<file path="src/rtl/rpn_pkg.sv">
// Shared constants, opcode and status codes, and handshake structs for the
// reverse Polish stack evaluator. No dependencies.
package rpn_pkg;

  localparam int DATA_W      = 32;
  localparam int STACK_DEPTH = 16;
  localparam int FRAC_BITS   = 16;
  localparam int ADDR_W      = (STACK_DEPTH > 1) ? $clog2(STACK_DEPTH) : 1;
  localparam int CNT_W       = $clog2(STACK_DEPTH + 1);
  localparam int KIND_W      = 3;
  localparam int STATUS_W    = 3;
  localparam int DIV_W       = DATA_W + FRAC_BITS;
  localparam int DIV_CNT_W   = $clog2(DIV_W + 1);

  localparam logic [KIND_W-1:0] KIND_PUSH = 3'd0;
  localparam logic [KIND_W-1:0] KIND_ADD  = 3'd1;
  localparam logic [KIND_W-1:0] KIND_SUB  = 3'd2;
  localparam logic [KIND_W-1:0] KIND_MUL  = 3'd3;
  localparam logic [KIND_W-1:0] KIND_DIV  = 3'd4;
  localparam logic [KIND_W-1:0] KIND_END  = 3'd5;

  localparam logic [STATUS_W-1:0] ST_OK       = 3'd0;
  localparam logic [STATUS_W-1:0] ST_EMPTY    = 3'd1;
  localparam logic [STATUS_W-1:0] ST_DIVZERO  = 3'd2;
  localparam logic [STATUS_W-1:0] ST_OVERFLOW = 3'd3;
  localparam logic [STATUS_W-1:0] ST_NOEXPR   = 3'd4;

  typedef struct packed {
    logic              start;
    logic [KIND_W-1:0] op;
  } alu_req_t;

  typedef struct packed {
    logic done;
  } alu_rsp_t;

endpackage

</file>
<file path="src/rtl/rpn_ram.sv">
// Generic single-write, single-read RAM with a registered read port.
// Used for the operand stack; no package dependencies.
module rpn_ram #(
  parameter int WIDTH = 32,
  parameter int DEPTH = 16
) (
  input  logic                                   clk_i,
  input  logic                                   we_i,
  input  logic [((DEPTH > 1) ? $clog2(DEPTH) : 1)-1:0] waddr_i,
  input  logic [WIDTH-1:0]                       wdata_i,
  input  logic                                   re_i,
  input  logic [((DEPTH > 1) ? $clog2(DEPTH) : 1)-1:0] raddr_i,
  output logic [WIDTH-1:0]                       rdata_o
);

  logic [WIDTH-1:0] mem_q [DEPTH];
  logic [WIDTH-1:0] rdata_q;

  always_ff @(posedge clk_i) begin
    if (we_i) begin
      mem_q[waddr_i] <= wdata_i;
    end
    if (re_i) begin
      rdata_q <= mem_q[raddr_i];
    end
  end

  assign rdata_o = rdata_q;

endmodule

</file>
<file path="src/rtl/rpn_alu.sv">
// Shared arithmetic unit: saturating add/subtract, multiply with a fixed-point
// shift, and a one-bit-per-cycle restoring divider. Depends on rpn_pkg.
module rpn_alu (
  input  logic                     clk_i,
  input  logic                     rst_ni,
  input  rpn_pkg::alu_req_t        req_i,
  input  logic signed [31:0]       a_i,
  input  logic signed [31:0]       b_i,
  output rpn_pkg::alu_rsp_t        rsp_o,
  output logic signed [31:0]       result_o
);
  import rpn_pkg::*;

  localparam logic [1:0] P_IDLE = 2'd0;
  localparam logic [1:0] P_MUL  = 2'd1;
  localparam logic [1:0] P_DIV  = 2'd2;
  localparam logic [1:0] P_FIX  = 2'd3;

  localparam logic signed [63:0] MAX64 = 64'sh0000_0000_7FFF_FFFF;
  localparam logic signed [63:0] MIN64 = -64'sh0000_0000_8000_0000;

  logic [1:0]             phase_q, phase_d;
  logic                   done_q, done_d;
  logic signed [31:0]     res_q, res_d;
  logic signed [63:0]     prod_q, prod_d;
  logic [DIV_W-1:0]       quo_q, quo_d;
  logic [31:0]            rem_q, rem_d;
  logic [31:0]            dvs_q, dvs_d;
  logic                   neg_q, neg_d;
  logic [DIV_CNT_W-1:0]   cnt_q, cnt_d;

  logic signed [32:0]     sum;
  logic signed [63:0]     shifted;
  logic [31:0]            abs_a;
  logic [31:0]            abs_b;
  logic [32:0]            trial;
  logic [33:0]            diff;
  logic                   ge;

  always_comb begin
    phase_d = phase_q;
    done_d  = 1'b0;
    res_d   = res_q;
    prod_d  = prod_q;
    quo_d   = quo_q;
    rem_d   = rem_q;
    dvs_d   = dvs_q;
    neg_d   = neg_q;
    cnt_d   = cnt_q;

    abs_a = a_i[31] ? 32'(-a_i) : 32'(a_i);
    abs_b = b_i[31] ? 32'(-b_i) : 32'(b_i);
    if (req_i.op == KIND_SUB) begin
      sum = 33'(a_i) - 33'(b_i);
    end else begin
      sum = 33'(a_i) + 33'(b_i);
    end
    shifted = prod_q >>> FRAC_BITS;
    trial   = {rem_q, quo_q[DIV_W-1]};
    diff    = {1'b0, trial} - {2'b00, dvs_q};
    ge      = ~diff[33];

    case (phase_q)
      P_IDLE: begin
        if (req_i.start) begin
          case (req_i.op)
            KIND_ADD, KIND_SUB: begin
              // Overflow of the 33-bit sum shows as differing top bits.
              if (sum[32] != sum[31]) begin
                res_d = sum[32] ? 32'sh8000_0000 : 32'sh7FFF_FFFF;
              end else begin
                res_d = sum[31:0];
              end
              done_d = 1'b1;
            end
            KIND_MUL: begin
              prod_d  = 64'(a_i) * 64'(b_i);
              phase_d = P_MUL;
            end
            default: begin
              neg_d   = a_i[31] ^ b_i[31];
              quo_d   = DIV_W'(abs_a) << FRAC_BITS;
              rem_d   = '0;
              dvs_d   = abs_b;
              cnt_d   = DIV_CNT_W'(DIV_W);
              phase_d = P_DIV;
            end
          endcase
        end
      end
      P_MUL: begin
        if (shifted > MAX64) begin
          res_d = 32'sh7FFF_FFFF;
        end else if (shifted < MIN64) begin
          res_d = 32'sh8000_0000;
        end else begin
          res_d = shifted[31:0];
        end
        done_d  = 1'b1;
        phase_d = P_IDLE;
      end
      P_DIV: begin
        rem_d = ge ? diff[31:0] : trial[31:0];
        quo_d = {quo_q[DIV_W-2:0], ge};
        cnt_d = cnt_q - DIV_CNT_W'(1);
        if (cnt_q == DIV_CNT_W'(1)) begin
          phase_d = P_FIX;
        end
      end
      default: begin
        // Apply the sign to the quotient magnitude and saturate.
        if (!neg_q) begin
          res_d = (quo_q > DIV_W'(64'h7FFF_FFFF)) ? 32'sh7FFF_FFFF : quo_q[31:0];
        end else begin
          res_d = (quo_q > DIV_W'(64'h8000_0000)) ? 32'sh8000_0000 : 32'(-quo_q[31:0]);
        end
        done_d  = 1'b1;
        phase_d = P_IDLE;
      end
    endcase
  end

  always_ff @(posedge clk_i or negedge rst_ni) begin
    if (!rst_ni) begin
      phase_q <= P_IDLE;
      done_q  <= 1'b0;
    end else begin
      phase_q <= phase_d;
      done_q  <= done_d;
    end
  end

  always_ff @(posedge clk_i) begin
    res_q  <= res_d;
    prod_q <= prod_d;
    quo_q  <= quo_d;
    rem_q  <= rem_d;
    dvs_q  <= dvs_d;
    neg_q  <= neg_d;
    cnt_q  <= cnt_d;
  end

  assign rsp_o.done = done_q;
  assign result_o   = res_q;

endmodule

</file>
<file path="src/rtl/rpn_stack_evaluator_unit.sv">
// Top level of the reverse Polish stack evaluator: sequencer, stack control
// and output register. Depends on rpn_pkg, rpn_ram and rpn_alu.
//
// Usage: each input request carries kind_i (push, add, subtract, multiply,
// divide, end) and value_i (Q16.16 operand, used by push only). Every
// request produces exactly one output request with status_o, result_o and
// done_res_o; done_res_o marks the answer to an end request, which carries
// the popped top of the stack when no error is pending.
// Both channels use valid/ready. The unit takes one request at a time:
// in_ready_o is high only while the sequencer is idle.
// Divide is the longest operation: the restoring divider in the shared
// arithmetic unit produces one quotient bit per cycle over a quotient of
// FRAC_BITS + 32 bits (FRAC_BITS is 16 at Q16.16). The sequencer is
// idle again as the output register loads. Stack operands are read one at
// a time through the single registered read port of the stack RAM.
// The finished result sits in an output register, so a new request is
// accepted while the previous result still waits; if the receiver stalls,
// the sequencer holds its next result until the register frees up.
// Reset empties the stack, clears the sticky error and the expression flag;
// the stack RAM itself needs no clearing since only written entries are read.
module rpn_stack_evaluator_unit (
  input  logic                               clk_i,
  input  logic                               rst_ni,
  input  logic                               in_valid_i,
  output logic                               in_ready_o,
  input  logic [rpn_pkg::KIND_W-1:0]         kind_i,
  input  logic signed [rpn_pkg::DATA_W-1:0]  value_i,
  output logic                               out_valid_o,
  input  logic                               out_ready_i,
  output logic [rpn_pkg::STATUS_W-1:0]       status_o,
  output logic signed [rpn_pkg::DATA_W-1:0]  result_o,
  output logic                               done_res_o
);
  import rpn_pkg::*;

  // Sequencer states.
  localparam logic [2:0] S_IDLE  = 3'd0;
  localparam logic [2:0] S_GET_B = 3'd1;
  localparam logic [2:0] S_GET_A = 3'd2;
  localparam logic [2:0] S_EXEC  = 3'd3;
  localparam logic [2:0] S_RESP  = 3'd4;

  logic [2:0]              state_q, state_d;
  logic [KIND_W-1:0]       kind_q, kind_d;
  logic [CNT_W-1:0]        count_q, count_d;
  logic [STATUS_W-1:0]     err_q, err_d;
  logic                    seen_q, seen_d;
  logic [DATA_W-1:0]       b_q, b_d;

  // Pending result, formed by the sequencer before it enters the output register.
  logic [STATUS_W-1:0]     pend_status_q, pend_status_d;
  logic [DATA_W-1:0]       pend_value_q, pend_value_d;
  logic                    pend_done_q, pend_done_d;

  logic                    out_valid_q, out_valid_d;
  logic [STATUS_W-1:0]     out_status_q, out_status_d;
  logic [DATA_W-1:0]       out_result_q, out_result_d;
  logic                    out_done_q, out_done_d;

  logic                    ram_we;
  logic [ADDR_W-1:0]       ram_waddr;
  logic [DATA_W-1:0]       ram_wdata;
  logic                    ram_re;
  logic [ADDR_W-1:0]       ram_raddr;
  logic [DATA_W-1:0]       ram_rdata;

  alu_req_t                alu_req;
  alu_rsp_t                alu_rsp;
  logic signed [DATA_W-1:0] alu_result;

  logic [CNT_W-1:0]        cnt_m1;
  logic [CNT_W-1:0]        cnt_m2;
  logic                    in_accept;

  assign cnt_m1     = count_q - CNT_W'(1);
  assign cnt_m2     = count_q - CNT_W'(2);
  assign in_ready_o = (state_q == S_IDLE);
  assign in_accept  = in_valid_i && in_ready_o;

  always_comb begin
    state_d       = state_q;
    kind_d        = kind_q;
    count_d       = count_q;
    err_d         = err_q;
    seen_d        = seen_q;
    b_d           = b_q;
    pend_status_d = pend_status_q;
    pend_value_d  = pend_value_q;
    pend_done_d   = pend_done_q;
    out_valid_d   = out_valid_q && !out_ready_i;
    out_status_d  = out_status_q;
    out_result_d  = out_result_q;
    out_done_d    = out_done_q;

    ram_we        = 1'b0;
    ram_waddr     = count_q[ADDR_W-1:0];
    ram_wdata     = value_i;
    ram_re        = 1'b0;
    ram_raddr     = cnt_m1[ADDR_W-1:0];
    alu_req.start = 1'b0;
    alu_req.op    = kind_q;

    case (state_q)
      S_IDLE: begin
        // The top entry is read speculatively; it is used only by operators
        // and by an end request on a non-empty stack.
        ram_re = 1'b1;
        if (in_accept) begin
          kind_d        = kind_i;
          pend_value_d  = '0;
          pend_done_d   = 1'b0;
          state_d       = S_RESP;
          if (kind_i == KIND_END) begin
            pend_done_d = 1'b1;
            if (err_q != ST_OK) begin
              pend_status_d = err_q;
            end else if (!seen_q) begin
              pend_status_d = ST_NOEXPR;
            end else if (count_q == '0) begin
              pend_status_d = ST_EMPTY;
            end else begin
              state_d = S_GET_B;
            end
            if (state_d == S_RESP) begin
              count_d = '0;
              err_d   = ST_OK;
              seen_d  = 1'b0;
            end
          end else if (kind_i <= KIND_DIV) begin
            seen_d        = 1'b1;
            pend_status_d = err_q;
            if (err_q != ST_OK) begin
              // A pending error freezes the stack until the end request.
            end else if (kind_i == KIND_PUSH) begin
              if (count_q == CNT_W'(STACK_DEPTH)) begin
                err_d         = ST_OVERFLOW;
                pend_status_d = ST_OVERFLOW;
              end else begin
                ram_we  = 1'b1;
                count_d = count_q + CNT_W'(1);
              end
            end else if (count_q == '0) begin
              err_d         = ST_EMPTY;
              pend_status_d = ST_EMPTY;
            end else begin
              state_d = S_GET_B;
            end
          end else begin
            // Undefined kinds leave the stack, the error and the expression flag alone.
            pend_status_d = err_q;
          end
        end
      end
      S_GET_B: begin
        // ram_rdata holds the top entry (the right operand).
        state_d = S_RESP;
        if (kind_q == KIND_END) begin
          pend_status_d = ST_OK;
          pend_value_d  = ram_rdata;
          count_d       = '0;
          err_d         = ST_OK;
          seen_d        = 1'b0;
        end else if ((kind_q == KIND_DIV) && (ram_rdata == '0)) begin
          // A zero divisor is reported even when the left operand is missing.
          err_d         = ST_DIVZERO;
          pend_status_d = ST_DIVZERO;
        end else if (count_q < CNT_W'(2)) begin
          err_d         = ST_EMPTY;
          pend_status_d = ST_EMPTY;
        end else begin
          b_d       = ram_rdata;
          ram_re    = 1'b1;
          ram_raddr = cnt_m2[ADDR_W-1:0];
          state_d   = S_GET_A;
        end
      end
      S_GET_A: begin
        alu_req.start = 1'b1;
        state_d       = S_EXEC;
      end
      S_EXEC: begin
        if (alu_rsp.done) begin
          ram_we        = 1'b1;
          ram_waddr     = cnt_m2[ADDR_W-1:0];
          ram_wdata     = alu_result;
          count_d       = cnt_m1;
          pend_status_d = ST_OK;
          state_d       = S_RESP;
        end
      end
      S_RESP: begin
        if (!out_valid_q || out_ready_i) begin
          out_valid_d  = 1'b1;
          out_status_d = pend_status_q;
          out_result_d = pend_value_q;
          out_done_d   = pend_done_q;
          state_d      = S_IDLE;
        end
      end
      default: begin
        state_d = S_IDLE;
      end
    endcase
  end

  always_ff @(posedge clk_i or negedge rst_ni) begin
    if (!rst_ni) begin
      state_q     <= S_IDLE;
      count_q     <= '0;
      err_q       <= ST_OK;
      seen_q      <= 1'b0;
      out_valid_q <= 1'b0;
    end else begin
      state_q     <= state_d;
      count_q     <= count_d;
      err_q       <= err_d;
      seen_q      <= seen_d;
      out_valid_q <= out_valid_d;
    end
  end

  always_ff @(posedge clk_i) begin
    kind_q        <= kind_d;
    b_q           <= b_d;
    pend_status_q <= pend_status_d;
    pend_value_q  <= pend_value_d;
    pend_done_q   <= pend_done_d;
    out_status_q  <= out_status_d;
    out_result_q  <= out_result_d;
    out_done_q    <= out_done_d;
  end

  rpn_ram #(
    .WIDTH (DATA_W),
    .DEPTH (STACK_DEPTH)
  ) u_stack (
    .clk_i   (clk_i),
    .we_i    (ram_we),
    .waddr_i (ram_waddr),
    .wdata_i (ram_wdata),
    .re_i    (ram_re),
    .raddr_i (ram_raddr),
    .rdata_o (ram_rdata)
  );

  rpn_alu u_alu (
    .clk_i    (clk_i),
    .rst_ni   (rst_ni),
    .req_i    (alu_req),
    .a_i      (ram_rdata),
    .b_i      (b_q),
    .rsp_o    (alu_rsp),
    .result_o (alu_result)
  );

  assign out_valid_o = out_valid_q;
  assign status_o    = out_status_q;
  assign result_o    = out_result_q;
  assign done_res_o  = out_done_q;

endmodule
</file>
<file path="config.mk">
export PLATFORM = sky130hd
export DESIGN_NAME = rpn_stack_evaluator_unit
export DESIGN_NICKNAME = d
export VERILOG_FILES = /design/src/rtl/rpn_pkg.sv /design/src/rtl/rpn_ram.sv /design/src/rtl/rpn_alu.sv /design/src/rtl/rpn_stack_evaluator_unit.sv
export SDC_FILE = /design/constraint.sdc
export NUM_CORES = 2
export LEC_CHECK = 0
export ABC_CLOCK_PERIOD_IN_PS = 10300
export BUFFER_PORTS_ARGS = -buffer_cell sky130_fd_sc_hd__buf_4
export CORE_MARGIN = 5
export CORE_UTILIZATION = 25
export DETAILED_ROUTE_END_ITERATION = 10
export GPL_ROUTABILITY_DRIVEN = 0
export GPL_TIMING_DRIVEN = 0
export PLACE_DENSITY = 0.49
export SLEW_MARGIN = 20
export SYNTH_ARGS = -nofsm -noshare
export SYNTH_HDL_FRONTEND = slang
export SYNTH_SLANG_ARGS = --single-unit
</file>
<file path="constraint.sdc">
create_clock -name clk_i -period 10.3 [get_ports clk_i]
set_input_delay 1.545 -clock clk_i [delete_from_list [all_inputs] [get_ports clk_i]]
set_output_delay 1.545 -clock clk_i [all_outputs]
set_load 0.005 [all_outputs]
</file>
==> flow_summary.ini <==
[outcome]
status = finished, final reports clean

[route]
viasPerCell = 4.92
post_drt_wl_per_cell_um = 26.3
route.detailed.drc = 0
via_count = 59507
drtIter0Drc = 6130
drtAntennaViolNets = 0
firstDrtPassIters = 6
routed_wl_mm = 319

[critical_path]
path_max_fanout = 10
crit_path_max_incr_delay_ns = 0.86
cp-start-kind = flip-flop
crit_family = adder cells
critical_path_required_ns = 10.81
timing.critical_path.buf_inv = 6
ff2ff_path_depth = 26
path_class = flip-flop to flip-flop
crit_top_cell = fa_1
cp.arrival_ns = 10.74
slowest_stage = clkbuf_1
path_depth = 26
cp-end-kind = flip-flop

[placement]
port_buffers = 76
hpwlAfterDp_mm = 251

[floorplanning]
die_h_um = 578
die_w_um = 578
ioPinCount = 77
core_um2 = 321000
die_area_um2 = 334000
rows = 208
initial_core_util_pct = 25.1

[timing]
worst_pin_slew_ns = 1.23
relSlewSlack_pct = 18.0
finalMaxSlewViolations = 0
fin_skew_ns = 0.0915
fmax_mhz = 97.7
rsz0062_at_grt = true
hold_viol = 0
fin_hold_ws_ns = 0.415
min_period_ns = 10.23
final-setup-viol-count = 0
finalCritPeriodShare_pct = 99.4

[final_layout]
final_nets = 9086
most-common-layout-cells = 1081 x fa_1, 1050 x inv_1, 850 x nand2_1, 850 x edfxtp_1, 548 x and2_1
final_common_cell = fa_1
drive_gt1_share_pct = 6.62
area_delta_synth_final_pct = 12.8

[cts]
cts_buffer_depth = 3
cts.reportedPaths.clkPinSlew_ns = 0.06
cts-root-buf = clkbuf_16
cts_made_buffers = 99
clock-sinks = 866
hold_buffers = 0
htree_levels = 3
clkLatencyLatePin_ns = 0.79
cts_tree = done

[synthesis]
ys_async_sr_fraction_pct = 1.85
postSynthCellCount = 7492
synthFlopType = edfxtp_1
synthesis.area_um2 = 80500
synth_edf_count = 850
ys_warn_count = 0
yosys_register_bits = 866
avgSynthCellArea_um2 = 10.7
syn-num-nets = 8869
yosysSeqAreaShare_pct = 32.2
ys_types = 93

[global_routing]
grt_pass1_vias = 61478
grt.overflow.total = 0
grt_max_degree = 50
antenna_found_initial = 29
grt_first_pass_wirelength_mm = 455
grtUsageTotal_pct = 18.8

[run]
cap_viol_max_count = 0

[min_path]
hold_depth = 0
min_path_type = flip-flop to flip-flop
metrics by stage:
step	cell area, um2	std cells	TNS (ns)	util [%]	setup WS [ns]
final	90900	12101	0	28.3	0.0655
after global placement	86500	11873	-13.98	27.0	-1.63
after global routing	90800	12092	-0.0647	28.3	-0.0647
after floorplan	80500	7492	0	-	1.62
after detailed placement	87500	11912	-13.50	27.3	-1.75
after CTS	90700	12087	0	28.3	0.0668
repair_timing:
action	4_1_cts	5_1_grt
setup endpoints to repair	15	8
buffers inserted	0	2
gates resized for setup	19	61
pin swaps	0	1
hold endpoints to repair	0	0
final timing paths:
path                                         start          endpoint  slack, ns
max in group asynchronous                   rst_ni       out_valid_o       9.43
worst min register to register    pend_value_q[10]      result_o[10]       0.41
worst min-delay path              pend_value_q[10]      result_o[10]       0.41
worst max-delay path            u_stack.rdata_o[6]  u_alu.prod_q[63]       0.07
worst max register to register  u_stack.rdata_o[6]  u_alu.prod_q[63]       0.07
min in group asynchronous                   rst_ni        count_q[0]       0.62
flip-flops by register name, indices dropped and copies added, names as in the netlist, 2 cells and up:
register	flops
b_q	32
count_q	5
err_q	3
kind_q	3
pend_status_q	3
pend_value_q	32
result_o	32
state_q	3
status_o	3
u_alu.cnt_q	6
u_alu.dvs_q	32
u_alu.phase_q	2
u_alu.prod_q	48
u_alu.quo_q	48
u_alu.rem_q	32
u_alu.result_o	32
u_stack.mem_q	512
u_stack.rdata_o	32
cells in the mapped netlist (all sizes together), types with 33 or more instances:
master / n / area share (%)
nor2b: 146 / 1.1
a211oi: 179 / 1.7
or3: 33 / 0.27
mux4: 36 / 1.0
edfxtp: 850 / 32
and2: 548 / 4.3
clkbuf: 378 / 1.8
xor2: 95 / 1.0
o31ai: 39 / 0.39
nor2: 240 / 1.1
nand2: 850 / 4.0
mux2: 38 / 0.53
a21oi: 295 / 1.8
inv: 1053 / 4.9
o21ai: 168 / 1.0
fa: 1083 / 27
o22ai: 48 / 0.37
xnor2: 109 / 1.2
nand3: 69 / 0.43
mux2i: 396 / 4.9
nor3: 48 / 0.30
a21o: 67 / 0.62
ha: 255 / 4.0
buf: 96 / 0.63
routing by layer:
layer | share of wire (%) | up-vias | track usage, % | wire length, um
li1 | - | 25170 | - | -
met1 | 40 | 30669 | 24.5 | 127000
met2 | 46 | 2962 | 30.1 | 145000
met3 | 8.6 | 694 | 3.74 | 27400
met4 | 5.8 | 12 | 9.03 | 18600
met5 | 0.027 | - | 0 | 87
area by class of cell:
type	instances	area, um2
clock buffers	119	2550
inverters	1054	3960
fillers	33318	230000
clock inverters	57	654
well taps	4305	5390
flip-flops and latches	866	25900
plain buffers	472	2030
multi-input cells	5098	48900
diodes	12	30.0
repair buffers	118	1370
worst register-to-register path, delay by kind of cell, from the launching register on:
family	cells	cell delay (ns)
AOI/OAI and AO/OA	6	2.34
adders and majority gates	9	4.12
buffers and inverters	6	1.92
DFF	1	0.54
and+or+nand+nor	5	1.06
logic make-up (layout without fill, tap and decap cells):
logic type,Yosys count,count (layout),share of synthesized area (%)
buffers and inverters,1528,1820,7.31
xor gates and xnor gates,206,206,2.28
adders and majority gates,1338,1338,30.9
other,0,12,0
AOI/OAI and AO/OA,1011,1011,8.22
DFF,866,866,32.2
muxes,470,470,6.46
and+or+nand+nor,2073,2073,12.7
Power is left out: the tool's default activity adds up to more than one toggle a clock period on the data nets, which glitch-free logic cannot reach.
